===== config.mk =====
export PLATFORM = sky130hd
export DESIGN_NAME = cscan_disk_scheduler_top
export DESIGN_NICKNAME = d
export VERILOG_FILES = /design/src/rtl/core/cds_pkg.sv /design/src/rtl/core/cscan_disk_scheduler_top.sv /design/src/rtl/core/cds_ctrl.sv /design/src/rtl/core/cds_dp.sv
export SDC_FILE = /design/constraint.sdc
export NUM_CORES = 1
export LEC_CHECK = 0
export ABC_AREA = 1
export BUFFER_PORTS_ARGS = -buffer_cell sky130_fd_sc_hd__buf_2
export CELL_PAD_IN_SITES_DETAIL_PLACEMENT = 0
export CELL_PAD_IN_SITES_GLOBAL_PLACEMENT = 2
export CORE_MARGIN = 4
export CORE_UTILIZATION = 42
export CTS_BUF_LIST = sky130_fd_sc_hd__clkbuf_4 sky130_fd_sc_hd__clkbuf_8 sky130_fd_sc_hd__clkbuf_16
export DETAILED_ROUTE_END_ITERATION = 12
export GPL_ROUTABILITY_DRIVEN = 0
export PLACE_DENSITY = 0.83
export RECOVER_POWER = 100
export SLEW_MARGIN = 30
export SYNTH_ARGS = -nofsm -noshare
export SYNTH_HDL_FRONTEND = slang
export SYNTH_SLANG_ARGS = --single-unit

===== constraint.sdc =====
create_clock -name clk -period 8.8 [get_ports clk]
set_input_delay 1.76 -clock clk [delete_from_list [all_inputs] [get_ports clk]]
set_output_delay 1.76 -clock clk [all_outputs]
set_load 0.02 [all_outputs]

===== src/rtl/core/cds_pkg.sv =====
`default_nettype none

package cds_pkg;

	// Batch and field sizing.
	localparam int MAX_REQUESTS = 32;
	localparam int TRACK_BITS   = 16;
	localparam int IDX_W        = $clog2(MAX_REQUESTS);
	localparam int CNT_W        = $clog2(MAX_REQUESTS + 1);
	localparam int SEEK_W       = 22;
	localparam int CFG_W        = TRACK_BITS + 1;
	localparam int CFG_IDX_W    = 1;

	localparam logic [SEEK_W-1:0] SEEK_MAX = {SEEK_W{1'b1}};

	// Configuration register indexes.
	localparam logic [CFG_IDX_W-1:0] REG_START_HEAD  = 1'd0;
	localparam logic [CFG_IDX_W-1:0] REG_DISK_TRACKS = 1'd1;

	// Reset value of the track count: the full track space.
	localparam logic [CFG_W-1:0] DISK_TRACKS_RST = CFG_W'(1) << TRACK_BITS;

	// Source of the track visited by one emitted result.
	typedef logic [1:0] tgt_sel_t;
	localparam tgt_sel_t SEL_MEM  = 2'd0;
	localparam tgt_sel_t SEL_END  = 2'd1;
	localparam tgt_sel_t SEL_ZERO = 2'd2;

	// Commands from the controller to the datapath.
	typedef struct packed {
		logic     capture;
		logic     rd_en;
		logic     rd_prev;
		logic     ins_shift;
		logic     ins_place;
		logic     em_init;
		logic     skip;
		logic     emit;
		tgt_sel_t emit_sel;
		logic     emit_last;
		logic     idx_inc;
		logic     idx_clr;
		logic     clear_count;
	} cds_cmd_t;

	// Status from the datapath to the controller.
	typedef struct packed {
		logic count_full;
		logic final_q;
		logic idx_zero;
		logic idx_at_count;
		logic idx_last_lo;
		logic split_zero;
		logic rd_lt_head;
		logic rd_gt_new;
		logic head_at_end;
		logic out_free;
	} cds_stat_t;

endpackage

`default_nettype wire


===== src/rtl/core/cscan_disk_scheduler_top.sv =====
// C-SCAN disk scheduler. Tracks arrive one per input transfer and are inserted into a
// sorted store of up to 32 entries; a transfer with final_request set closes the batch
// and the block then delivers the service order: requests at or above start_head, the
// disk end (unless the head is already there), track 0, then the lower requests. The
// last result carries the saturating total seek and the batch size. Insertion walks the
// store through its single read port, moving each entry above the new track up one slot.
// Emission walks the whole store and then reads the lower requests again, and it waits
// whenever the output is stalled. The input is held off during insertion and emission;
// configuration writes take effect at once.
`default_nettype none

module cscan_disk_scheduler_top (
	input  wire logic                                   clk,
	input  wire logic                                   arst_n,
	input  wire logic                                   cfg_write,
	input  wire logic [cds_pkg::CFG_IDX_W-1:0]          cfg_addr,
	input  wire logic [cds_pkg::CFG_W-1:0]              cfg_wdata,
	input  wire logic                                   in_valid,
	output logic                                        in_ready,
	input  wire logic [cds_pkg::TRACK_BITS-1:0]         track,
	input  wire logic                                   final_request,
	output logic                                        out_valid,
	input  wire logic                                   out_ready,
	output logic [cds_pkg::TRACK_BITS-1:0]              visit_track,
	output logic                                        sequence_end,
	output logic [cds_pkg::SEEK_W-1:0]                  total_seek,
	output logic [cds_pkg::CNT_W-1:0]                   batch_size
);

	cds_pkg::cds_cmd_t  cmd;
	cds_pkg::cds_stat_t st;

	// Sequencer for insertion and emission.
	cds_ctrl u_ctrl (
		.clk      (clk),
		.arst_n   (arst_n),
		.in_valid (in_valid),
		.in_ready (in_ready),
		.st       (st),
		.cmd      (cmd)
	);

	// Store, seek arithmetic and output register.
	cds_dp u_dp (
		.clk           (clk),
		.arst_n        (arst_n),
		.cfg_write     (cfg_write),
		.cfg_addr      (cfg_addr),
		.cfg_wdata     (cfg_wdata),
		.track         (track),
		.final_request (final_request),
		.out_ready     (out_ready),
		.out_valid     (out_valid),
		.visit_track   (visit_track),
		.sequence_end  (sequence_end),
		.total_seek    (total_seek),
		.batch_size    (batch_size),
		.cmd           (cmd),
		.st            (st)
	);

endmodule

`default_nettype wire


===== src/rtl/core/cds_ctrl.sv =====
`default_nettype none

module cds_ctrl (
	input  wire logic             clk,
	input  wire logic             arst_n,
	input  wire logic             in_valid,
	output logic                  in_ready,
	input  wire cds_pkg::cds_stat_t st,
	output cds_pkg::cds_cmd_t     cmd
);

	localparam logic [3:0] ST_IDLE    = 4'd0;
	localparam logic [3:0] ST_INS_CHK = 4'd1;
	localparam logic [3:0] ST_INS_CMP = 4'd2;
	localparam logic [3:0] ST_EM_INIT = 4'd3;
	localparam logic [3:0] ST_EM_RD   = 4'd4;
	localparam logic [3:0] ST_EM_UP   = 4'd5;
	localparam logic [3:0] ST_END     = 4'd6;
	localparam logic [3:0] ST_ZERO    = 4'd7;
	localparam logic [3:0] ST_LO_RD   = 4'd8;
	localparam logic [3:0] ST_LO_EM   = 4'd9;
	localparam logic [3:0] ST_FIN     = 4'd10;

	logic [3:0] state_q;
	logic [3:0] state_d;

	// State register.
	always_ff @(posedge clk or negedge arst_n) begin
		if (!arst_n) begin
			state_q <= ST_IDLE;
		end else begin
			state_q <= state_d;
		end
	end

	// Next state and command decode.
	always_comb begin
		cmd      = '0;
		state_d  = state_q;
		in_ready = (state_q == ST_IDLE);
		unique case (state_q)
			ST_IDLE: begin
				if (in_valid) begin
					cmd.capture = 1'b1;
					state_d     = ST_INS_CHK;
				end
			end
			ST_INS_CHK: begin
				if (st.count_full) begin
					state_d = st.final_q ? ST_EM_INIT : ST_IDLE;
				end else if (st.idx_zero) begin
					cmd.ins_place = 1'b1;
					state_d       = st.final_q ? ST_EM_INIT : ST_IDLE;
				end else begin
					cmd.rd_en   = 1'b1;
					cmd.rd_prev = 1'b1;
					state_d     = ST_INS_CMP;
				end
			end
			ST_INS_CMP: begin
				if (st.rd_gt_new) begin
					cmd.ins_shift = 1'b1;
					state_d       = ST_INS_CHK;
				end else begin
					cmd.ins_place = 1'b1;
					state_d       = st.final_q ? ST_EM_INIT : ST_IDLE;
				end
			end
			ST_EM_INIT: begin
				cmd.em_init = 1'b1;
				state_d     = ST_EM_RD;
			end
			ST_EM_RD: begin
				if (st.idx_at_count) begin
					state_d = ST_END;
				end else begin
					cmd.rd_en = 1'b1;
					state_d   = ST_EM_UP;
				end
			end
			ST_EM_UP: begin
				if (st.rd_lt_head) begin
					cmd.skip = 1'b1;
					state_d  = ST_EM_RD;
				end else if (st.out_free) begin
					cmd.emit     = 1'b1;
					cmd.emit_sel = cds_pkg::SEL_MEM;
					cmd.idx_inc  = 1'b1;
					state_d      = ST_EM_RD;
				end
			end
			ST_END: begin
				if (st.head_at_end) begin
					state_d = ST_ZERO;
				end else if (st.out_free) begin
					cmd.emit     = 1'b1;
					cmd.emit_sel = cds_pkg::SEL_END;
					state_d      = ST_ZERO;
				end
			end
			ST_ZERO: begin
				if (st.out_free) begin
					cmd.emit      = 1'b1;
					cmd.emit_sel  = cds_pkg::SEL_ZERO;
					cmd.emit_last = st.split_zero;
					cmd.idx_clr   = 1'b1;
					state_d       = st.split_zero ? ST_FIN : ST_LO_RD;
				end
			end
			ST_LO_RD: begin
				cmd.rd_en = 1'b1;
				state_d   = ST_LO_EM;
			end
			ST_LO_EM: begin
				if (st.out_free) begin
					cmd.emit      = 1'b1;
					cmd.emit_sel  = cds_pkg::SEL_MEM;
					cmd.emit_last = st.idx_last_lo;
					cmd.idx_inc   = 1'b1;
					state_d       = st.idx_last_lo ? ST_FIN : ST_LO_RD;
				end
			end
			ST_FIN: begin
				cmd.clear_count = 1'b1;
				state_d         = ST_IDLE;
			end
			default: begin
				state_d = ST_IDLE;
			end
		endcase
	end

endmodule

`default_nettype wire


===== src/rtl/core/cds_dp.sv =====
`default_nettype none

module cds_dp (
	input  wire logic                                   clk,
	input  wire logic                                   arst_n,
	input  wire logic                                   cfg_write,
	input  wire logic [cds_pkg::CFG_IDX_W-1:0]          cfg_addr,
	input  wire logic [cds_pkg::CFG_W-1:0]              cfg_wdata,
	input  wire logic [cds_pkg::TRACK_BITS-1:0]         track,
	input  wire logic                                   final_request,
	input  wire logic                                   out_ready,
	output logic                                        out_valid,
	output logic [cds_pkg::TRACK_BITS-1:0]              visit_track,
	output logic                                        sequence_end,
	output logic [cds_pkg::SEEK_W-1:0]                  total_seek,
	output logic [cds_pkg::CNT_W-1:0]                   batch_size,
	input  wire cds_pkg::cds_cmd_t                      cmd,
	output cds_pkg::cds_stat_t                          st
);

	localparam int TB = cds_pkg::TRACK_BITS;
	localparam int CW = cds_pkg::CNT_W;
	localparam int SW = cds_pkg::SEEK_W;

	// Request store, kept sorted ascending.
	logic [TB-1:0] mem_q [cds_pkg::MAX_REQUESTS];
	logic [TB-1:0] rd_data_q;

	// Configuration registers.
	logic [TB-1:0]              start_head_q;
	logic [cds_pkg::CFG_W-1:0]  disk_tracks_q;

	// Batch bookkeeping and seek state.
	logic [CW-1:0] count_q;
	logic [CW-1:0] idx_q;
	logic [CW-1:0] split_q;
	logic [TB-1:0] new_track_q;
	logic          final_q;
	logic [TB-1:0] head_q;
	logic [SW-1:0] total_q;

	// Output register.
	logic          out_valid_q;
	logic [TB-1:0] visit_track_q;
	logic          sequence_end_q;
	logic [SW-1:0] total_seek_q;
	logic [CW-1:0] batch_size_q;

	logic [cds_pkg::IDX_W-1:0] rd_addr;
	logic [cds_pkg::IDX_W-1:0] wr_addr;
	logic [CW-1:0]             idx_prev;
	logic                      wr_en;
	logic [TB-1:0]             wr_data;
	logic [TB-1:0]             disk_end;
	logic [TB-1:0]             target;
	logic [TB-1:0]             move_dist;
	logic [SW:0]               sum;
	logic [SW-1:0]             move_total;
	logic                      out_free;

	// Configuration writes; an index beyond the list is ignored.
	always_ff @(posedge clk or negedge arst_n) begin
		if (!arst_n) begin
			start_head_q  <= '0;
			disk_tracks_q <= cds_pkg::DISK_TRACKS_RST;
		end else if (cfg_write) begin
			unique case (cfg_addr)
				cds_pkg::REG_START_HEAD:  start_head_q  <= cfg_wdata[TB-1:0];
				cds_pkg::REG_DISK_TRACKS: disk_tracks_q <= cfg_wdata;
				default: ;
			endcase
		end
	end

	// Last track of the disk, with zero treated as one track and the count clamped.
	always_comb begin
		if (disk_tracks_q == '0) begin
			disk_end = '0;
		end else if (disk_tracks_q > cds_pkg::DISK_TRACKS_RST) begin
			disk_end = {TB{1'b1}};
		end else begin
			disk_end = TB'(disk_tracks_q - cds_pkg::CFG_W'(1));
		end
	end

	// Memory ports: insertion reads the entry below the slot and shifts it up.
	assign idx_prev = idx_q - CW'(1);
	assign rd_addr  = cmd.rd_prev ? idx_prev[cds_pkg::IDX_W-1:0] : idx_q[cds_pkg::IDX_W-1:0];
	assign wr_addr  = idx_q[cds_pkg::IDX_W-1:0];
	assign wr_en    = cmd.ins_shift | cmd.ins_place;
	assign wr_data  = cmd.ins_shift ? rd_data_q : new_track_q;

	always_ff @(posedge clk) begin
		if (wr_en) begin
			mem_q[wr_addr] <= wr_data;
		end
	end

	always_ff @(posedge clk) begin
		if (cmd.rd_en) begin
			rd_data_q <= mem_q[rd_addr];
		end
	end

	// Head movement and saturating seek total.
	always_comb begin
		case (cmd.emit_sel)
			cds_pkg::SEL_MEM: target = rd_data_q;
			cds_pkg::SEL_END: target = disk_end;
			default:          target = '0;
		endcase
		move_dist  = (head_q > target) ? (head_q - target) : (target - head_q);
		sum        = {1'b0, total_q} + (SW + 1)'(move_dist);
		move_total = sum[SW] ? cds_pkg::SEEK_MAX : sum[SW-1:0];
	end

	// Batch count.
	always_ff @(posedge clk or negedge arst_n) begin
		if (!arst_n) begin
			count_q <= '0;
		end else if (cmd.clear_count) begin
			count_q <= '0;
		end else if (cmd.ins_place) begin
			count_q <= count_q + CW'(1);
		end
	end

	// Walk index, split point, captured request and seek state.
	always_ff @(posedge clk) begin
		if (cmd.capture) begin
			new_track_q <= track;
			final_q     <= final_request;
			idx_q       <= count_q;
		end
		if (cmd.ins_shift) begin
			idx_q <= idx_prev;
		end
		if (cmd.em_init) begin
			idx_q   <= '0;
			split_q <= '0;
			head_q  <= start_head_q;
			total_q <= '0;
		end
		if (cmd.skip) begin
			idx_q   <= idx_q + CW'(1);
			split_q <= idx_q + CW'(1);
		end
		if (cmd.emit) begin
			head_q  <= target;
			total_q <= move_total;
		end
		if (cmd.idx_inc) begin
			idx_q <= idx_q + CW'(1);
		end
		if (cmd.idx_clr) begin
			idx_q <= '0;
		end
	end

	// Output register: a new result loads when the register is empty or while the previous one is taken.
	assign out_free = !out_valid_q || out_ready;

	always_ff @(posedge clk or negedge arst_n) begin
		if (!arst_n) begin
			out_valid_q <= 1'b0;
		end else if (cmd.emit) begin
			out_valid_q <= 1'b1;
		end else if (out_ready) begin
			out_valid_q <= 1'b0;
		end
	end

	always_ff @(posedge clk) begin
		if (cmd.emit) begin
			visit_track_q  <= target;
			sequence_end_q <= cmd.emit_last;
			total_seek_q   <= cmd.emit_last ? move_total : '0;
			batch_size_q   <= cmd.emit_last ? count_q : '0;
		end
	end

	assign out_valid    = out_valid_q;
	assign visit_track  = visit_track_q;
	assign sequence_end = sequence_end_q;
	assign total_seek   = total_seek_q;
	assign batch_size   = batch_size_q;

	// Status toward the controller.
	always_comb begin
		st              = '0;
		st.count_full   = (count_q == CW'(cds_pkg::MAX_REQUESTS));
		st.final_q      = final_q;
		st.idx_zero     = (idx_q == '0);
		st.idx_at_count = (idx_q == count_q);
		st.idx_last_lo  = ((idx_q + CW'(1)) == split_q);
		st.split_zero   = (split_q == '0);
		st.rd_lt_head   = (rd_data_q < start_head_q);
		st.rd_gt_new    = (rd_data_q > new_track_q);
		st.head_at_end  = (head_q == disk_end);
		st.out_free     = out_free;
	end

	// The batch count never passes the store depth.
	a_count_bound: assert property (@(posedge clk) disable iff (!arst_n)
		count_q <= CW'(cds_pkg::MAX_REQUESTS))
		else $error("batch count beyond store depth");

	// A result is loaded only when the output register can take it.
	a_emit_free: assert property (@(posedge clk) disable iff (!arst_n)
		cmd.emit |-> out_free)
		else $error("result loaded over a pending transfer");

	// The closing result of a sequence carries a nonzero batch size.
	a_last_batch: assert property (@(posedge clk) disable iff (!arst_n)
		(cmd.emit && cmd.emit_last) |=> (batch_size_q != '0))
		else $error("sequence closed with an empty batch");

	// Shift and placement never write the store in the same cycle.
	a_one_write: assert property (@(posedge clk) disable iff (!arst_n)
		!(cmd.ins_shift && cmd.ins_place))
		else $error("two store writes in one cycle");

endmodule

`default_nettype wire

==> results.toml <==
[worst_setup_path]
crit_path_start_kind = "flip-flop"
r2r_end = "u_dp.rd_data_q[11]"
crit_start = "u_dp.idx_q[0]"
criticalPathCategory = "flip-flop to flip-flop"
cp_max_fo = 136
reg2reg_from = "u_dp.idx_q[0]"
required_ns = 9.29
reg2reg_depth = 18
crit_arrival_ns = 8.40
r2r_slack_ns = 0.89
end_kind = "flip-flop"

[detailed_routing]
drc_errors = 0
drt_iter0_drc = 1775
ant_nets = 0
post_drt_wl_per_cell_um = 21.1
vias_per_cell = 5.42
num_vias = 22888
routed_wl_mm = 88.9
drt_pass1_iterations = 8

[timing]
tightest_slew_ns = 3.41
hold_viol = 0
rsz0062_at_grt = "false"
final.min_clock_period_ns = 7.91
whs_ns = 0.522
period_share_pct = 89.9
finalMaxSlewViolations = 948
finalSetupViolCount = 0
slew_headroom_pct = -127
fmax_ghz = 0.126
finalSetupTns_ns = 0
fin_skew_ns = 0.0244

[synthesis]
ys_types = 50
synthAdderAreaFrac_pct = 3.54
ys_top_cells_by_area = "edfxtp_1, nor2_1, nand2_1"
synth_mux_area_share_pct = 0
syn_nets = 3229
yosysSeqAreaShare_pct = 63.1
synthesis.area_um2 = 32100
ys_ff_latch = 684
synth_top_family_by_area = "simple AND/OR/NAND/NOR gates"
synth_warnings = 0
synth_top_area_share_pct = 59.3
yosysMostFrequentCell = "edfxtp_1"
yosys.area_share.simple_pct = 16.2
syn_inst = 3100
ys_async_sr_fraction_pct = 6.43
synth_top_area_cell = "edfxtp_1"
synth_edf_count = 634
avgSynthCellArea_um2 = 10.4
synth_compound_area_share_pct = 10.9
netlist_top_cells_count = "edfxtp_1, nor2_1, nand2_1"
synth_xor_area_share_pct = 1.20
synthFlopType = "edfxtp_1"

[finish]
area_growth_pct = 11.8
drive_gt1_share_pct = 6.38
fillers = 6996
multiInputGateArea_um2 = 10200
nets = 3311
final-seq-area_um2 = 20300

[die]
rows = 101
io_pins = 87
dieHeight_um = 284
dieArea_um2 = 80900
die_w_um = 284
initial_core_util_pct = 42.3
fp.coreArea_um2 = 75800

[cts]
post_cts.repair.setup_buffers = 0
cts_tree = "built"
numCtsBuffers = 76
clockRootBuffer = "clkbuf_16"
cts.sinks = 684
ctsHoldBuffers = 0
cts_resized = 0
clk_pin_slew_ns = 0.06
clk_path_buf_depth = 3
htreeDepth = 3
clock_latency_ns = 0.63

[run_status]
violations = "max-capacitance violations, max-slew violations"
status = "finished, violations left"

[global_route]
antenna_found_initial = 0
grt_max_degree = 193
grt_first_pass_wirelength_mm = 135
grtUsageTotal_pct = 21.7
grt_pass1_vias = 22375
gr-total-overflow = 0

[job]
cap_violations = 27

[worst_hold_path]
hold_depth = 2
hp-start = "u_dp.start_head_q[13]"
min_to = "u_dp.start_head_q[13]"
hold_class = "flip-flop to flip-flop"

[place]
port-buffer-count = 86
dp_hpwl_mm = 55.6
[per-layer routing]
| layer | part of all wire [%] | wire length, um | vias to the layer above | global-route usage [%] |
|---|---|---|---|---|
| met5 | 0 | 0 | - | 0 |
| met4 | 3.2 | 2820 | 0 | 7.67 |
| met3 | 5.0 | 4470 | 136 | 3.32 |
| met2 | 49 | 43200 | 594 | 36.5 |
| met1 | 43 | 38500 | 11260 | 28.7 |
| li1 | - | - | 10898 | - |
[area by class of cell]
cell class	instances	share of cell area [%]
inverters	260	2.72
flip-flops and latches	684	56.5
clock inverters	45	1.23
multi-input cells	2012	28.5
repair buffers	148	1.91
diodes	1	0.00697
clock buffers	93	5.72
well taps	978	3.41
[through the flow]
stage	setup WS (ns)	util, %	instances	cell area, um^2
floorplan	1.77	-	3100	32100
global placement	1.09	44.5	4081	33700
detailed placement	0.981	44.5	4081	33700
CTS	1.19	47.8	4219	36200
global route	0.101	47.3	4220	35900
finish	0.891	47.3	4221	35900
[worst max-delay path: stages, from the launching register on]
cell	delay [ns]
dfxtp_1	0.56
clkinv_1	0.38
ha_1	0.38
nand3_1	0.19
o21ai_0	0.14
nor2_1	0.51
inv_2	0.19
nand2_1	0.15
nand2_4	0.08
inv_2	1.66
clkbuf_1	2.52
nor2_1	0.04
nor2_1	0.18
o21ai_0	0.11
o211ai_1	0.19
nand3_1	0.11
nand2_1	0.18
nand2_1	0.08
nand2_1	0.09
[cells by family after synthesis]
group                    after synthesis
AO/OA/AOI/OAI                        616
buffers and inverters                404
flip-flops                           684
XOR/XNOR                              44
adder cells (fa/ha/maj)               89
AND/OR/NAND/NOR                     1263
[layout by cell type (no fill, tap or decap), types with 6 or more instances in the layout]
master and instances:
nor2_1 542, clkinv_1 25, xnor2_1 13, nand3b_1 6, bufinv_16 6, clkbuf_4 15, dfxtp_1 6, inv_1 245
nand2_1 494, nor3_1 19, dfrtp_1 43, edfxtp_1 634, nand4_1 24, o21ai_1 49, clkbuf_16 77, nor2_2 7
buf_2 30, xor2_1 31, o211ai_1 131, clkinv_2 15, nand3_1 147, clkbuf_1 99, a31oi_1 8, nand3_2 6
o21bai_1 6, buf_4 16, o21ai_0 326, a21oi_1 67, ha_1 86
[registers in the layout, summed over array words and instances (netlist names)]
register	cells
u_dp.rd_data_q	16
u_dp.new_track_q	16
u_ctrl.state_q	4
u_dp.head_q	16
u_dp.batch_size	6
u_dp.split_q	6
u_dp.out_valid	1
u_dp.count_q	6
u_dp.visit_track	16
u_dp.final_q	1
u_dp.total_seek	22
u_dp.start_head_q	16
u_dp.total_q	22
u_dp.disk_tracks_q	17
u_dp.idx_q	6
u_dp.sequence_end	1
u_dp.mem_q	512
[how the worst max path moves through the flow]
| stage | end | slack (ns) | cells past startpoint |
|---|---|---|---|
| after floorplan | u_dp.total_q[5] | 1.77 | 37 |
| after global placement | u_dp.total_q[13] | 1.09 | 33 |
| after detailed placement | u_dp.total_q[13] | 0.98 | 33 |
| after CTS | u_dp.total_q[4] | 1.19 | 43 |
| after global routing | u_dp.rd_data_q[11] | 0.10 | 18 |
| final | u_dp.rd_data_q[11] | 0.89 | 18 |
Power is not shown: default switching activity piles up to over one toggle a cycle in this logic, so the estimate is an artifact.
